--- config.mk ---
export PLATFORM = sky130hd
export DESIGN_NAME = cnf_literal_tokenizer_core
export DESIGN_NICKNAME = d
export VERILOG_FILES = /design/src/cltk_pkg.sv /design/src/cnf_literal_tokenizer_core.sv
export SDC_FILE = /design/constraint.sdc
export NUM_CORES = 1
export LEC_CHECK = 0
export BUFFER_PORTS_ARGS = -buffer_cell sky130_fd_sc_hd__buf_2
export CELL_PAD_IN_SITES_DETAIL_PLACEMENT = 0
export CELL_PAD_IN_SITES_GLOBAL_PLACEMENT = 1
export CORE_MARGIN = 2
export CORE_UTILIZATION = 49
export DETAILED_ROUTE_END_ITERATION = 7
export GPL_TIMING_DRIVEN = 1
export PLACE_DENSITY_LB_ADDON = 0.1
export SLEW_MARGIN = 40
export SYNTH_ARGS = -nofsm -noshare
export SYNTH_HDL_FRONTEND = slang
export SYNTH_SLANG_ARGS = --single-unit
--- constraint.sdc ---
create_clock -name clk_i -period 10.6 [get_ports clk_i]
set_input_delay 0.53 -clock clk_i [delete_from_list [all_inputs] [get_ports clk_i]]
set_output_delay 0.53 -clock clk_i [all_outputs]
set_load 0.02 [all_outputs]
--- src/cltk_pkg.sv ---
// ----------------------------------------------------------------------------
// cltk_pkg
// Shared types and constants of the CNF literal tokenizer: scan modes,
// character codes, default widths and the result beat record.
// ----------------------------------------------------------------------------
package cltk_pkg;

  // default widths of the number accumulator and the length counters
  localparam int unsigned VarBitsDef = 24;
  localparam int unsigned LenBitsDef = 16;

  // result queue depth (power of two)
  localparam int unsigned OqDepth = 8;

  // fixed widths of the result fields
  localparam int unsigned OutVarW  = 24;
  localparam int unsigned OutLenW  = 16;
  localparam int unsigned OutDataW = 64;

  // character codes
  localparam logic [7:0] ChComment = 8'h63;  // 'c'
  localparam logic [7:0] ChProblem = 8'h70;  // 'p'
  localparam logic [7:0] ChMinus   = 8'h2D;  // '-'
  localparam logic [7:0] ChZero    = 8'h30;  // '0'
  localparam logic [7:0] ChNine    = 8'h39;  // '9'
  localparam logic [7:0] ChLf      = 8'h0A;  // newline
  localparam logic [7:0] ChSpace   = 8'h20;
  localparam logic [7:0] ChTab     = 8'h09;
  localparam logic [7:0] ChCr      = 8'h0D;

  // scanner state
  typedef enum logic [1:0] {
    MODE_START = 2'd0,
    MODE_SKIP  = 2'd1,
    MODE_GAP   = 2'd2,
    MODE_NUM   = 2'd3
  } scan_mode_e;

  // result kinds
  localparam logic KindLiteral   = 1'b0;
  localparam logic KindClauseEnd = 1'b1;

  // one result beat
  typedef struct packed {
    logic               kind;
    logic [OutVarW-1:0] variable;
    logic               negated;
    logic [OutLenW-1:0] clause_length;
    logic [OutLenW-1:0] longest_clause;
    logic               last;
  } res_t;

endpackage

--- src/cnf_literal_tokenizer_core.sv ---
// ----------------------------------------------------------------------------
// cnf_literal_tokenizer_core
// Scans DIMACS CNF text one byte per beat and emits literal and clause-end
// beats, tracking clause length and the longest clause seen.
// ----------------------------------------------------------------------------
//
// Channel   Dir  Beat                       tuser               tlast
// s_axis    in   tdata[7:0] text byte       -                   end of input
// m_axis    out  tdata: variable, negated,  kind (1 clause end) last result
//                clause_length, longest                          of its byte
//
// One byte per cycle while the result queue has room; an end-of-input beat may emit two results.
// Each input byte passes through the input register and then the result queue
// register before its first result is offered.
// The result queue holds eight beats; input is taken while it holds four or
// fewer, which covers the byte in the input register and the next one.
// Reset (rst_ni low) clears scanner state and empties the queue.
//
module cnf_literal_tokenizer_core #(
  parameter int unsigned VAR_BITS = cltk_pkg::VarBitsDef,
  parameter int unsigned LEN_BITS = cltk_pkg::LenBitsDef
) (
  input  logic                          clk_i,
  input  logic                          rst_ni,
  // input byte stream
  input  logic                          s_axis_tvalid,
  output logic                          s_axis_tready,
  input  logic [7:0]                    s_axis_tdata,   // [7:0] text_byte
  input  logic                          s_axis_tlast,   // end_of_input
  // result stream
  output logic                          m_axis_tvalid,
  input  logic                          m_axis_tready,
  // [23:0] variable, [24] negated, [40:25] clause_length,
  // [56:41] longest_clause, [63:57] zero
  output logic [cltk_pkg::OutDataW-1:0] m_axis_tdata,
  output logic                          m_axis_tuser,   // kind
  output logic                          m_axis_tlast    // last
);
  import cltk_pkg::*;

  localparam int unsigned AccW  = VAR_BITS + 4;
  localparam int unsigned PtrW  = $clog2(OqDepth);
  localparam int unsigned CntW  = $clog2(OqDepth + 1);
  localparam logic [VAR_BITS-1:0] VarMax = {VAR_BITS{1'b1}};
  localparam logic [LEN_BITS-1:0] LenMax = {LEN_BITS{1'b1}};
  localparam logic [CntW-1:0] AcceptMax = CntW'(OqDepth - 4);

  // --------------------------------------------------------------------------
  // input register
  logic       stg_vld_q;
  logic [7:0] stg_byte_q;
  logic       stg_eoi_q;
  logic       in_beat;

  assign in_beat = s_axis_tvalid && s_axis_tready;

  always_ff @(posedge clk_i or negedge rst_ni) begin
    if (!rst_ni) begin
      stg_vld_q <= 1'b0;
    end else begin
      stg_vld_q <= in_beat;
    end
  end

  always_ff @(posedge clk_i) begin
    if (in_beat) begin
      stg_byte_q <= s_axis_tdata;
      stg_eoi_q  <= s_axis_tlast;
    end
  end

  // --------------------------------------------------------------------------
  // scanner state
  scan_mode_e          mode_q, mode_d;
  logic [VAR_BITS-1:0] num_q, num_d;
  logic                minus_q, minus_d;
  logic [LEN_BITS-1:0] clen_q, clen_d;
  logic [LEN_BITS-1:0] longest_q, longest_d;

  always_ff @(posedge clk_i or negedge rst_ni) begin
    if (!rst_ni) begin
      mode_q    <= MODE_START;
      num_q     <= '0;
      minus_q   <= 1'b0;
      clen_q    <= '0;
      longest_q <= '0;
    end else begin
      mode_q    <= mode_d;
      num_q     <= num_d;
      minus_q   <= minus_d;
      clen_q    <= clen_d;
      longest_q <= longest_d;
    end
  end

  // --------------------------------------------------------------------------
  // byte classes and shared terms
  logic                is_white, is_digit, is_minus, is_cmt, num_nz, gap_like;
  logic [AccW-1:0]     acc;
  logic [VAR_BITS-1:0] acc_sat;
  logic [LEN_BITS-1:0] clen_inc, clen_end, longest_end;
  logic                do_lit, do_end, ce_emit;

  assign is_white = (stg_byte_q == ChSpace) ||
                    (stg_byte_q >= ChTab && stg_byte_q <= ChCr);
  assign is_digit = (stg_byte_q >= ChZero) && (stg_byte_q <= ChNine);
  assign is_minus = (stg_byte_q == ChMinus);
  assign is_cmt   = (stg_byte_q == ChComment) || (stg_byte_q == ChProblem);
  assign num_nz   = (num_q != '0);
  // byte where a number may begin
  assign gap_like = (mode_q == MODE_GAP) || ((mode_q == MODE_START) && !is_cmt);

  // num * 10 + digit, saturating at the top
  assign acc     = ({4'b0, num_q} << 3) + ({4'b0, num_q} << 1) + AccW'(stg_byte_q[3:0]);
  assign acc_sat = (acc[AccW-1:VAR_BITS] != '0) ? VarMax : acc[VAR_BITS-1:0];

  assign clen_inc = (clen_q == LenMax) ? clen_q : clen_q + 1'b1;

  // literal: end of input with a pending nonzero number, or a terminator
  assign do_lit = stg_vld_q && (mode_q == MODE_NUM) && num_nz &&
                  (stg_eoi_q || !is_digit);
  // clause end: end of input, bare non-digit, or a zero number
  assign do_end = stg_vld_q &&
                  (stg_eoi_q ||
                   (gap_like && !is_white && !is_minus && !is_digit) ||
                   ((mode_q == MODE_NUM) && !is_digit && !num_nz));

  assign clen_end    = do_lit ? clen_inc : clen_q;
  assign ce_emit     = do_end && (clen_end != '0);
  assign longest_end = (clen_end > longest_q) ? clen_end : longest_q;

  // --------------------------------------------------------------------------
  // next state
  always_comb begin
    mode_d    = mode_q;
    num_d     = num_q;
    minus_d   = minus_q;
    clen_d    = clen_q;
    longest_d = longest_q;
    if (stg_vld_q) begin
      if (stg_eoi_q) begin
        mode_d    = MODE_START;
        num_d     = '0;
        minus_d   = 1'b0;
        clen_d    = '0;
        longest_d = '0;
      end else if (do_end) begin
        mode_d    = MODE_START;
        num_d     = '0;
        minus_d   = 1'b0;
        clen_d    = '0;
        longest_d = ce_emit ? longest_end : longest_q;
      end else begin
        unique case (mode_q)
          MODE_SKIP: begin
            if (stg_byte_q == ChLf) mode_d = MODE_START;
          end
          MODE_NUM: begin
            if (is_digit) begin
              num_d = acc_sat;
            end else begin
              // nonzero number closed by its terminator
              clen_d  = clen_inc;
              num_d   = '0;
              minus_d = 1'b0;
              mode_d  = MODE_GAP;
            end
          end
          MODE_START, MODE_GAP: begin
            priority if (gap_like && is_digit) begin
              num_d  = VAR_BITS'(stg_byte_q[3:0]);
              mode_d = MODE_NUM;
            end else if (gap_like && is_minus) begin
              minus_d = 1'b1;
              mode_d  = MODE_GAP;
            end else if (gap_like) begin
              mode_d = MODE_GAP;   // whitespace
            end else begin
              mode_d = MODE_SKIP;  // comment or problem line
            end
          end
          default: mode_d = mode_q;
        endcase
      end
    end
  end

  // --------------------------------------------------------------------------
  // result beats of the current byte
  res_t            lit_res, ce_res, res0, res1;
  logic [1:0]      n_push;
  logic [63:0]     var_ext;
  logic [31:0]     clen_ext, longest_ext, longest_q_ext;

  assign var_ext       = 64'(num_q);
  assign clen_ext      = 32'(clen_end);
  assign longest_ext   = 32'(longest_end);
  assign longest_q_ext = 32'(longest_q);

  always_comb begin
    lit_res.kind           = KindLiteral;
    lit_res.variable       = var_ext[OutVarW-1:0];
    lit_res.negated        = minus_q;
    lit_res.clause_length  = '0;
    lit_res.longest_clause = longest_q_ext[OutLenW-1:0];
    lit_res.last           = !ce_emit;

    ce_res.kind            = KindClauseEnd;
    ce_res.variable        = '0;
    ce_res.negated         = 1'b0;
    ce_res.clause_length   = clen_ext[OutLenW-1:0];
    ce_res.longest_clause  = longest_ext[OutLenW-1:0];
    ce_res.last            = 1'b1;

    res0   = do_lit ? lit_res : ce_res;
    res1   = ce_res;
    n_push = {1'b0, do_lit} + {1'b0, ce_emit};
  end

  // --------------------------------------------------------------------------
  // result queue
  res_t            oq_q [OqDepth];
  logic [PtrW-1:0] wr_ptr_q, rd_ptr_q, wr_ptr_nx;
  logic [CntW-1:0] cnt_q;
  logic            out_beat;

  assign wr_ptr_nx = wr_ptr_q + 1'b1;
  assign out_beat  = m_axis_tvalid && m_axis_tready;

  always_ff @(posedge clk_i) begin
    if (n_push != 2'd0) oq_q[wr_ptr_q] <= res0;
    if (n_push == 2'd2) oq_q[wr_ptr_nx] <= res1;
  end

  always_ff @(posedge clk_i or negedge rst_ni) begin
    if (!rst_ni) begin
      wr_ptr_q <= '0;
      rd_ptr_q <= '0;
      cnt_q    <= '0;
    end else begin
      wr_ptr_q <= wr_ptr_q + PtrW'(n_push);
      if (out_beat) rd_ptr_q <= rd_ptr_q + 1'b1;
      cnt_q <= cnt_q + CntW'(n_push) - CntW'(out_beat);
    end
  end

  // --------------------------------------------------------------------------
  // ports
  res_t head;
  assign head          = oq_q[rd_ptr_q];
  assign s_axis_tready = (cnt_q <= AcceptMax);
  assign m_axis_tvalid = (cnt_q != '0);
  assign m_axis_tuser  = head.kind;
  assign m_axis_tlast  = head.last;
  assign m_axis_tdata  = {7'b0, head.longest_clause, head.clause_length,
                          head.negated, head.variable};

endmodule

==> metrics.txt, run 1 <==
ranking of synthesized cells by area=edfxtp_1, dfxtp_1, mux4_2; worst hold endpoint=stg_byte_q[1]; P_leak=roughly 0.011 uW; initial DRC count=between 1,500 and 2,000; worst r2r dst=oq_q[7][10]; worst hold path class=input pin to flip-flop; crit path from=stg_byte_q[6]; FF-to-FF Start=stg_byte_q[6]; cell area power density=205 nW/um2; htree depth=2; Worst path depth=17; Critical Path AT=6.83 ns; setup_tns=0 ns; R2R setup slack=4.28 ns; CP Max Fanout=between 40 and 50; final setup skew=0.0342 ns; Seq/Total Area, Yosys=50.7%; delay-heaviest family, CP=simple AND/OR/NAND/NOR gates; max-cap violations=0; die area=roughly 58,000 um2; total gr overflow=0; Root Buffer=clkbuf_16; initial antenna violation count=0; vias in the first global route=20,600; crit-path max cell delay=0.61 ns; first-pass GRT wire length=~130 mm; Die Wd=242 um; Die H=242 um; yosys warns=0; overall routed net length=86.1 mm; mapped cell area=27,700 um2; fin util=54.8%; total CTS buffers=58; crit end category=flip-flop; layout cell share with drive strength beyond 1=18.6%; clock-pin slew on the worst setup and hold paths=0.06 ns; Routed WL per cell=26.4 um; RSZ-0062 raised after global routing=no; Cell variety after synth=78; setup bufs post-CTS=0; top-area cell type share of the netlist area=28.8%; #FFs+latches synth=between 500 and 600; Area Growth Syn to Fin=11.2%; Slew Limit Headroom=between 30% and 40%; DRC=0; crit-path most repeated cell=buf_4; Tcrit/Tclk final=59.6%; most frequent cell after synthesis=o21ai_0; vias per inst=6.47; fin. max-slew vios=0; final total power=6290 uW; required time of the critical path=between 10 and 15 ns; all-layer global routing usage=approximately 29%; num ports=between 80 and 90; hold depth=1; post-detail-place hpwl=54.0 mm; clk buf depth=3; status=completed; Rows=just under 90; Initial Util=49.3%; Final Hold Viols=0; HP Start=s_axis_tdata[1]; first-pass iteration count of the detailed router=8; vias=around 21,000; Commonest cells post-synth=o21ai_0, edfxtp_1, nand3_1; port bufs=73; placer congestion estimate=slightly above 0.9; Core Area=56,100 um2; total clock sinks=551; Tmin final=roughly 6.3 ns; top_reg_cell synth=edfxtp_1; R2R depth=17; area leader, netlist=edfxtp_1; CTS tree=done; Worst Path Class, Setup=flip-flop to flip-flop; largest net degree at the start of global routing=99; VDD IR max=0.176 mV; clk_lat worst skew=0.65 ns; asr flop ratio synth=12.7%; slowest CP cell=nor4bb_1; # setup viols final=0; Worst-Margin Slew=0.912 ns; fill count=4,821; worst-path cell chain=nor4bb_1, a31oi_2, o21ai_2, buf_4, inv_2, buf_4, and4_1, o211ai_1, nor4_4, nor2_1, inv_1, ha_1, nor2b_1, nand3_2, buf_4, o21ai_4, a22o_1; Avg Cell Area, Syn=11.2 um2; nets@finish=2,552; antenna diode count=0; Cells after Synth=2,476; kind of start point of the critical path=flip-flop; Post-synth EDFFs=265; WP buf/inv=5; post-route ant nets=0; Fmax=158 MHz
==> worst reg2reg max path, delay by kind of cell (launching register included) <==
family | cells | cell delay, ns
buffers and inverters | 5 | 1.70
AO/OA/AOI/OAI | 5 | 1.66
flip-flops | 1 | 0.40
adder cells (fa/ha/maj) | 1 | 0.27
AND/OR/NAND/NOR | 6 | 2.18
==> cell usage in the layout, fill, tap and decap left out, types with 15 or more instances in the layout <==
cell type  instances
a21oi_1           95
a22o_1           156
a22oi_1           18
buf_2             73
buf_4             53
clkbuf_16         60
dfrtp_1           67
dfxtp_1          216
edfxtp_1         265
ha_1              76
inv_1             50
mux2_2            72
mux2i_1           18
mux4_2           118
nand2_1           86
nand3_1          216
nor2_1           137
nor3_1            28
nor4_1            15
o21ai_0          334
o22ai_1           32
xnor2_1           16
==> through the flow <==
step	cells	hold WS, ns	area (um2)	setup slack [ns]
2_1_floorplan	2482	0.234	27700	6.05
3_3_place_gp	3148	0.446	28600	4.37
3_5_place_dp	3152	0.456	28800	4.32
4_1_cts	3260	0.0607	30700	4.32
5_1_grt	3262	0.0628	30700	3.95
6_report	3262	0.0877	30700	4.28
==> worst max path at each step <==
stage,endpoint
after detailed placement,oq_q[7][5]
after CTS,oq_q[7][10]
after global placement,oq_q[7][16]
final,oq_q[7][10]
after floorplan,oq_q[0][3]
after global routing,oq_q[7][4]
==> repair_timing <==
item	CTS	global route
hold endpoints to repair	31	0
hold buffers	1	0
endpoints found under the setup margin	0	0
resized for setup	0	0
==> per-layer routing <==
metal	wire [um]	global-route usage, %	vias up
li1	-	-	9441
met1	35000	38.1	10500
met2	40900	48.1	951
met3	6550	5.11	224
met4	3700	11.4	0
met5	0	0	-
==> report_power, final <==
part	internal, uW	switching [uW]
sequential	2330	189
combinational	733	1030
clock	1140	863
total	4210	2080
==> flip-flops by register name, indices dropped and copies added, names as in the netlist, 2 cells and up <==
register and cells:
longest_q 16, rd_ptr_q 3, clen_q 16, cnt_q 4, stg_byte_q 8, wr_ptr_q 3, mode_q 2, oq_q 472
num_q 24
==> layout make-up <==
type / count / area [um2] / area share, %
Multi-Input combinational cell: 1663 / 12800 / 41.7
Clock inverter: 23 / 173 / 0.562
Inverter: 52 / 195 / 0.635
Timing Repair Buffer: 133 / 868 / 2.82
Tap cell: 756 / 946 / 3.08
Sequential cell: 551 / 14000 / 45.7
Clock buffer: 84 / 1710 / 5.57
==> cells by family (layout without fill, tap and decap cells) <==
family	after synthesis	after routing	synth area share (%)
XOR/XNOR	27	27	0.855
AND/OR/NAND/NOR	587	587	10.2
flip-flops	551	551	50.7
adder cells (fa/ha/maj)	80	80	3.73
multiplexers	208	208	13.2
buffers and inverters	268	292	3.88
other	1	7	0.0136
AO/OA/AOI/OAI	754	754	17.3
Note: power is estimated with default switching activity, not from simulation.
==> inputs of run 2 (changes only) <==
- ABC_AREA: unset -> 1
- CORE_UTILIZATION: 49 -> 43
- clock period: 10.6 -> 5.4 ns (I/O delays scaled with it)
==> run 2 against run 1 <==
  * Global-route usage is 0.18 points higher
  * Worst hold slack worse by 0.027 ns
  * Non-clock buffer count is 31 higher
  * Synthesized cell count is 43% higher
  * First-iteration DRC count is 41% higher
  * Core utilization is 6.1 points lower
  * Die area is 17% higher
  * Cell area is 3.9% higher
  * Clock skew is 0.0093 ns lower
  * Sequential share of layout area is 1.7 points lower
  * Critical path type unchanged
==> metrics.txt, run 2 <==
Core Area=65,500 um2 (+17%); clk_lat worst skew=0.61 ns (-0.04 ns); max-cap violations=0 (unchanged); Root Buffer=clkbuf_16; clock-pin slew on the worst setup and hold paths=0.06 ns (about the same); placer congestion estimate=0.915 (-1.3%); total clock sinks=551 (unchanged); Seq/Total Area, Yosys=49.4% (-1.3 points); layout cell share with drive strength beyond 1=8.71% (-9.8 points); num ports=81 (unchanged); VDD IR max=0.366 mV (+110%); vias in the first global route=25,000 (+21%); RSZ-0062 raised after global routing=no; #FFs+latches synth=551 (unchanged); fin. max-slew vios=0 (unchanged); top_reg_cell synth=edfxtp_1; Rows=94 (+8.0%); top-area cell type share of the netlist area=28.0% (-0.74 points); Final Hold Viols=0 (unchanged); max FFs per register=472 (unchanged); Die Wd=261 um (+8.0%); htree depth=3 (+1); cell area power density=503 nW/um2 (+150%); CTS tree=done; most frequent cell after synthesis=nand2_1; Worst Path Class, Setup=flip-flop to flip-flop; total CTS buffers=66 (+14%); Top reg by flops=oq_q; largest net degree at the start of global routing=125 (+26%); Die H=261 um (+8.0%); first-pass GRT wire length=152 mm (+17%); P_leak=0.0134 uW (+19%); Slew Limit Headroom=42.9% (+4.0 points); Routed WL per cell=22.2 um (-16%); vias per inst=5.79 (-11%); crit end category=flip-flop; Post-synth EDFFs=265 (unchanged); area leader, netlist=edfxtp_1; commonest non-fill, non-tap cell in the layout=nand2_1; R2R setup slack=0.44 ns (-3.84 ns); overall routed net length=99.7 mm (+16%); initial DRC count=2,639 (+41%); required time of the critical path=5.90 ns (-5.21 ns); post-detail-place hpwl=63.4 mm (+18%); cts repair resizes=0 (unchanged); Area Growth Syn to Fin=12.6%; total gr overflow=0 (unchanged); Initial Util=43.3% (-6.0 points); mapped cell area=28,400 um2 (+2.7%); Critical Path AT=5.46 ns (-1.37 ns); post-route ant nets=0 (unchanged); initial antenna violation count=4 (+4); Avg Cell Area, Syn=7.99 um2 (-28%); status=completed; Cells after Synth=3,551 (+43%); nets@finish=3,669 (+44%); Fmax=202 MHz (+27%); # setup viols final=0 (unchanged); die area=68,100 um2 (+17%); final setup skew=0.0249 ns (-0.00931 ns); port bufs=73 (unchanged); setup_tns=0 ns (unchanged); yosys warns=0 (unchanged); fill count=6,360 (+32%); setup bufs post-CTS=0 (unchanged); ranking of synthesized cells by area=edfxtp_1, dfxtp_1, o21ai_0; Regs by FF count=oq_q x472, num_q x24; CP Max Fanout=26 (-38%); kind of start point of the critical path=flip-flop; Commonest cells post-synth=nand2_1, o21ai_0, nor2_1; Cell variety after synth=46 (-41%); asr flop ratio synth=12.7% (unchanged); Tmin final=4.96 ns (-1.36 ns); vias=26,000 (+23%); all-layer global routing usage=29.2% (+0.18 points); Tcrit/Tclk final=91.9% (+32 points); worst hold path class=input pin to async pin; DRC=0 (unchanged); most frequent cells in the layout=nand2_1, o21ai_0, nor2_1, inv_1, edfxtp_1; first-pass iteration count of the detailed router=7 (-1); final total power=16,100 uW (+160%); Worst-Margin Slew=0.855 ns (-0.0570 ns); clk buf depth=3 (unchanged)
-- run 2: cell count changes in the layout (fill, tap and decap cells not counted), moves of 72 or more --
| cell | previous run | this run |
|---|---|---|
| o22ai_1 | 32 | 141 |
| inv_1 | 50 | 285 |
| o21ai_0 | 334 | 613 |
| a22o_1 | 156 | 0 |
| nor2_1 | 137 | 408 |
| mux4_2 | 118 | 0 |
| mux2_2 | 72 | 0 |
| nand2_1 | 86 | 667 |
-- run 2: worst paths after layout --
path | end | startpoint | depth (start not counted)
hold reg to reg | oq_q[4][38] | oq_q[4][38] | 2
setup reg to reg | oq_q[5][58] | clen_q[1] | 21
max in group asynchronous | rd_ptr_q[1] | rst_ni | 3
setup / recovery | oq_q[5][58] | clen_q[1] | 21
min in group clk_i | stg_vld_q | s_axis_tvalid | 3
hold / removal | num_q[8] | rst_ni | 2
-- run 2: cells by family after synthesis --
| logic type | after synthesis | synth area share (%) |
|---|---|---|
| buffers and inverters | 513 | 7.11 |
| adders and majority gates | 80 | 3.63 |
| DFF | 551 | 49.4 |
| and+or+nand+nor | 1379 | 20.2 |
| other | 1 | 0.0132 |
| AOI/OAI and AO/OA | 998 | 18.7 |
| xor gates and xnor gates | 29 | 0.895 |
-- run 2: metal layers --
metal | wire, um | global-route usage [%] | up-vias
met5 | 11 | 0 | -
met4 | 2930 | 10.2 | 2
met3 | 8170 | 4.56 | 196
met2 | 43800 | 45.1 | 1153
met1 | 44900 | 41.8 | 12500
li1 | - | - | 12100
-- run 2: worst max-delay path, cell delays in order (launching register included) --
cell	delay, ns
dfrtp_1	0.46
ha_1	0.27
nand3_1	0.19
inv_2	0.11
nand4_1	0.45
nand2_1	0.22
nand3_1	0.24
nand2_2	0.26
nor2_1	0.07
nand2_1	0.07
nor2_1	0.05
nand2_2	0.22
nand2_4	0.24
ha_1	0.28
nor2_1	0.10
inv_1	0.08
nor2_1	0.16
buf_4	0.27
inv_1	0.42
buf_4	0.41
o22ai_1	0.20
inv_1	0.05
-- run 2: through the flow --
| step | util, % | cells | hold slack [ns] | instance area, um2 | worst slack [ns] |
|---|---|---|---|---|---|
| 3_5_place_dp | 45.4 | 4361 | 0.138 | 29700 | 0.471 |
| 3_3_place_gp | 45.3 | 4360 | 0.133 | 29700 | 0.619 |
| 6_report | 48.8 | 4492 | 0.0611 | 32000 | 0.438 |
| 2_1_floorplan | - | 3557 | -0.0256 | 28400 | 0.664 |
| 4_1_cts | 48.8 | 4491 | 0.0392 | 32000 | 0.461 |
| 5_1_grt | 48.8 | 4491 | 0.0866 | 32000 | 0.0228 |
-- run 2: timing repair --
action,CTS,global route
hold buffers,11,0
endpoints found under the hold margin,80,0
endpoints found under the setup margin,0,0
-- run 2: cell type report --
class	count	area (um2)	area share (%)
diodes	1	2.50	0.00783
clock inverters	17	168	0.525
repair buffers	164	1190	3.74
well taps	864	1080	3.38
multi-input cells	2493	12400	38.8
clock buffers	102	1940	6.08
inverters	300	1140	3.56
flip-flops and latches	551	14000	43.9
-- run 2: power by group --
group          total [uW]  switching (uW)  internal (uW)
logic                6470            4670           1800
registers            5200             297           4900
clock network        4400            1820           2590
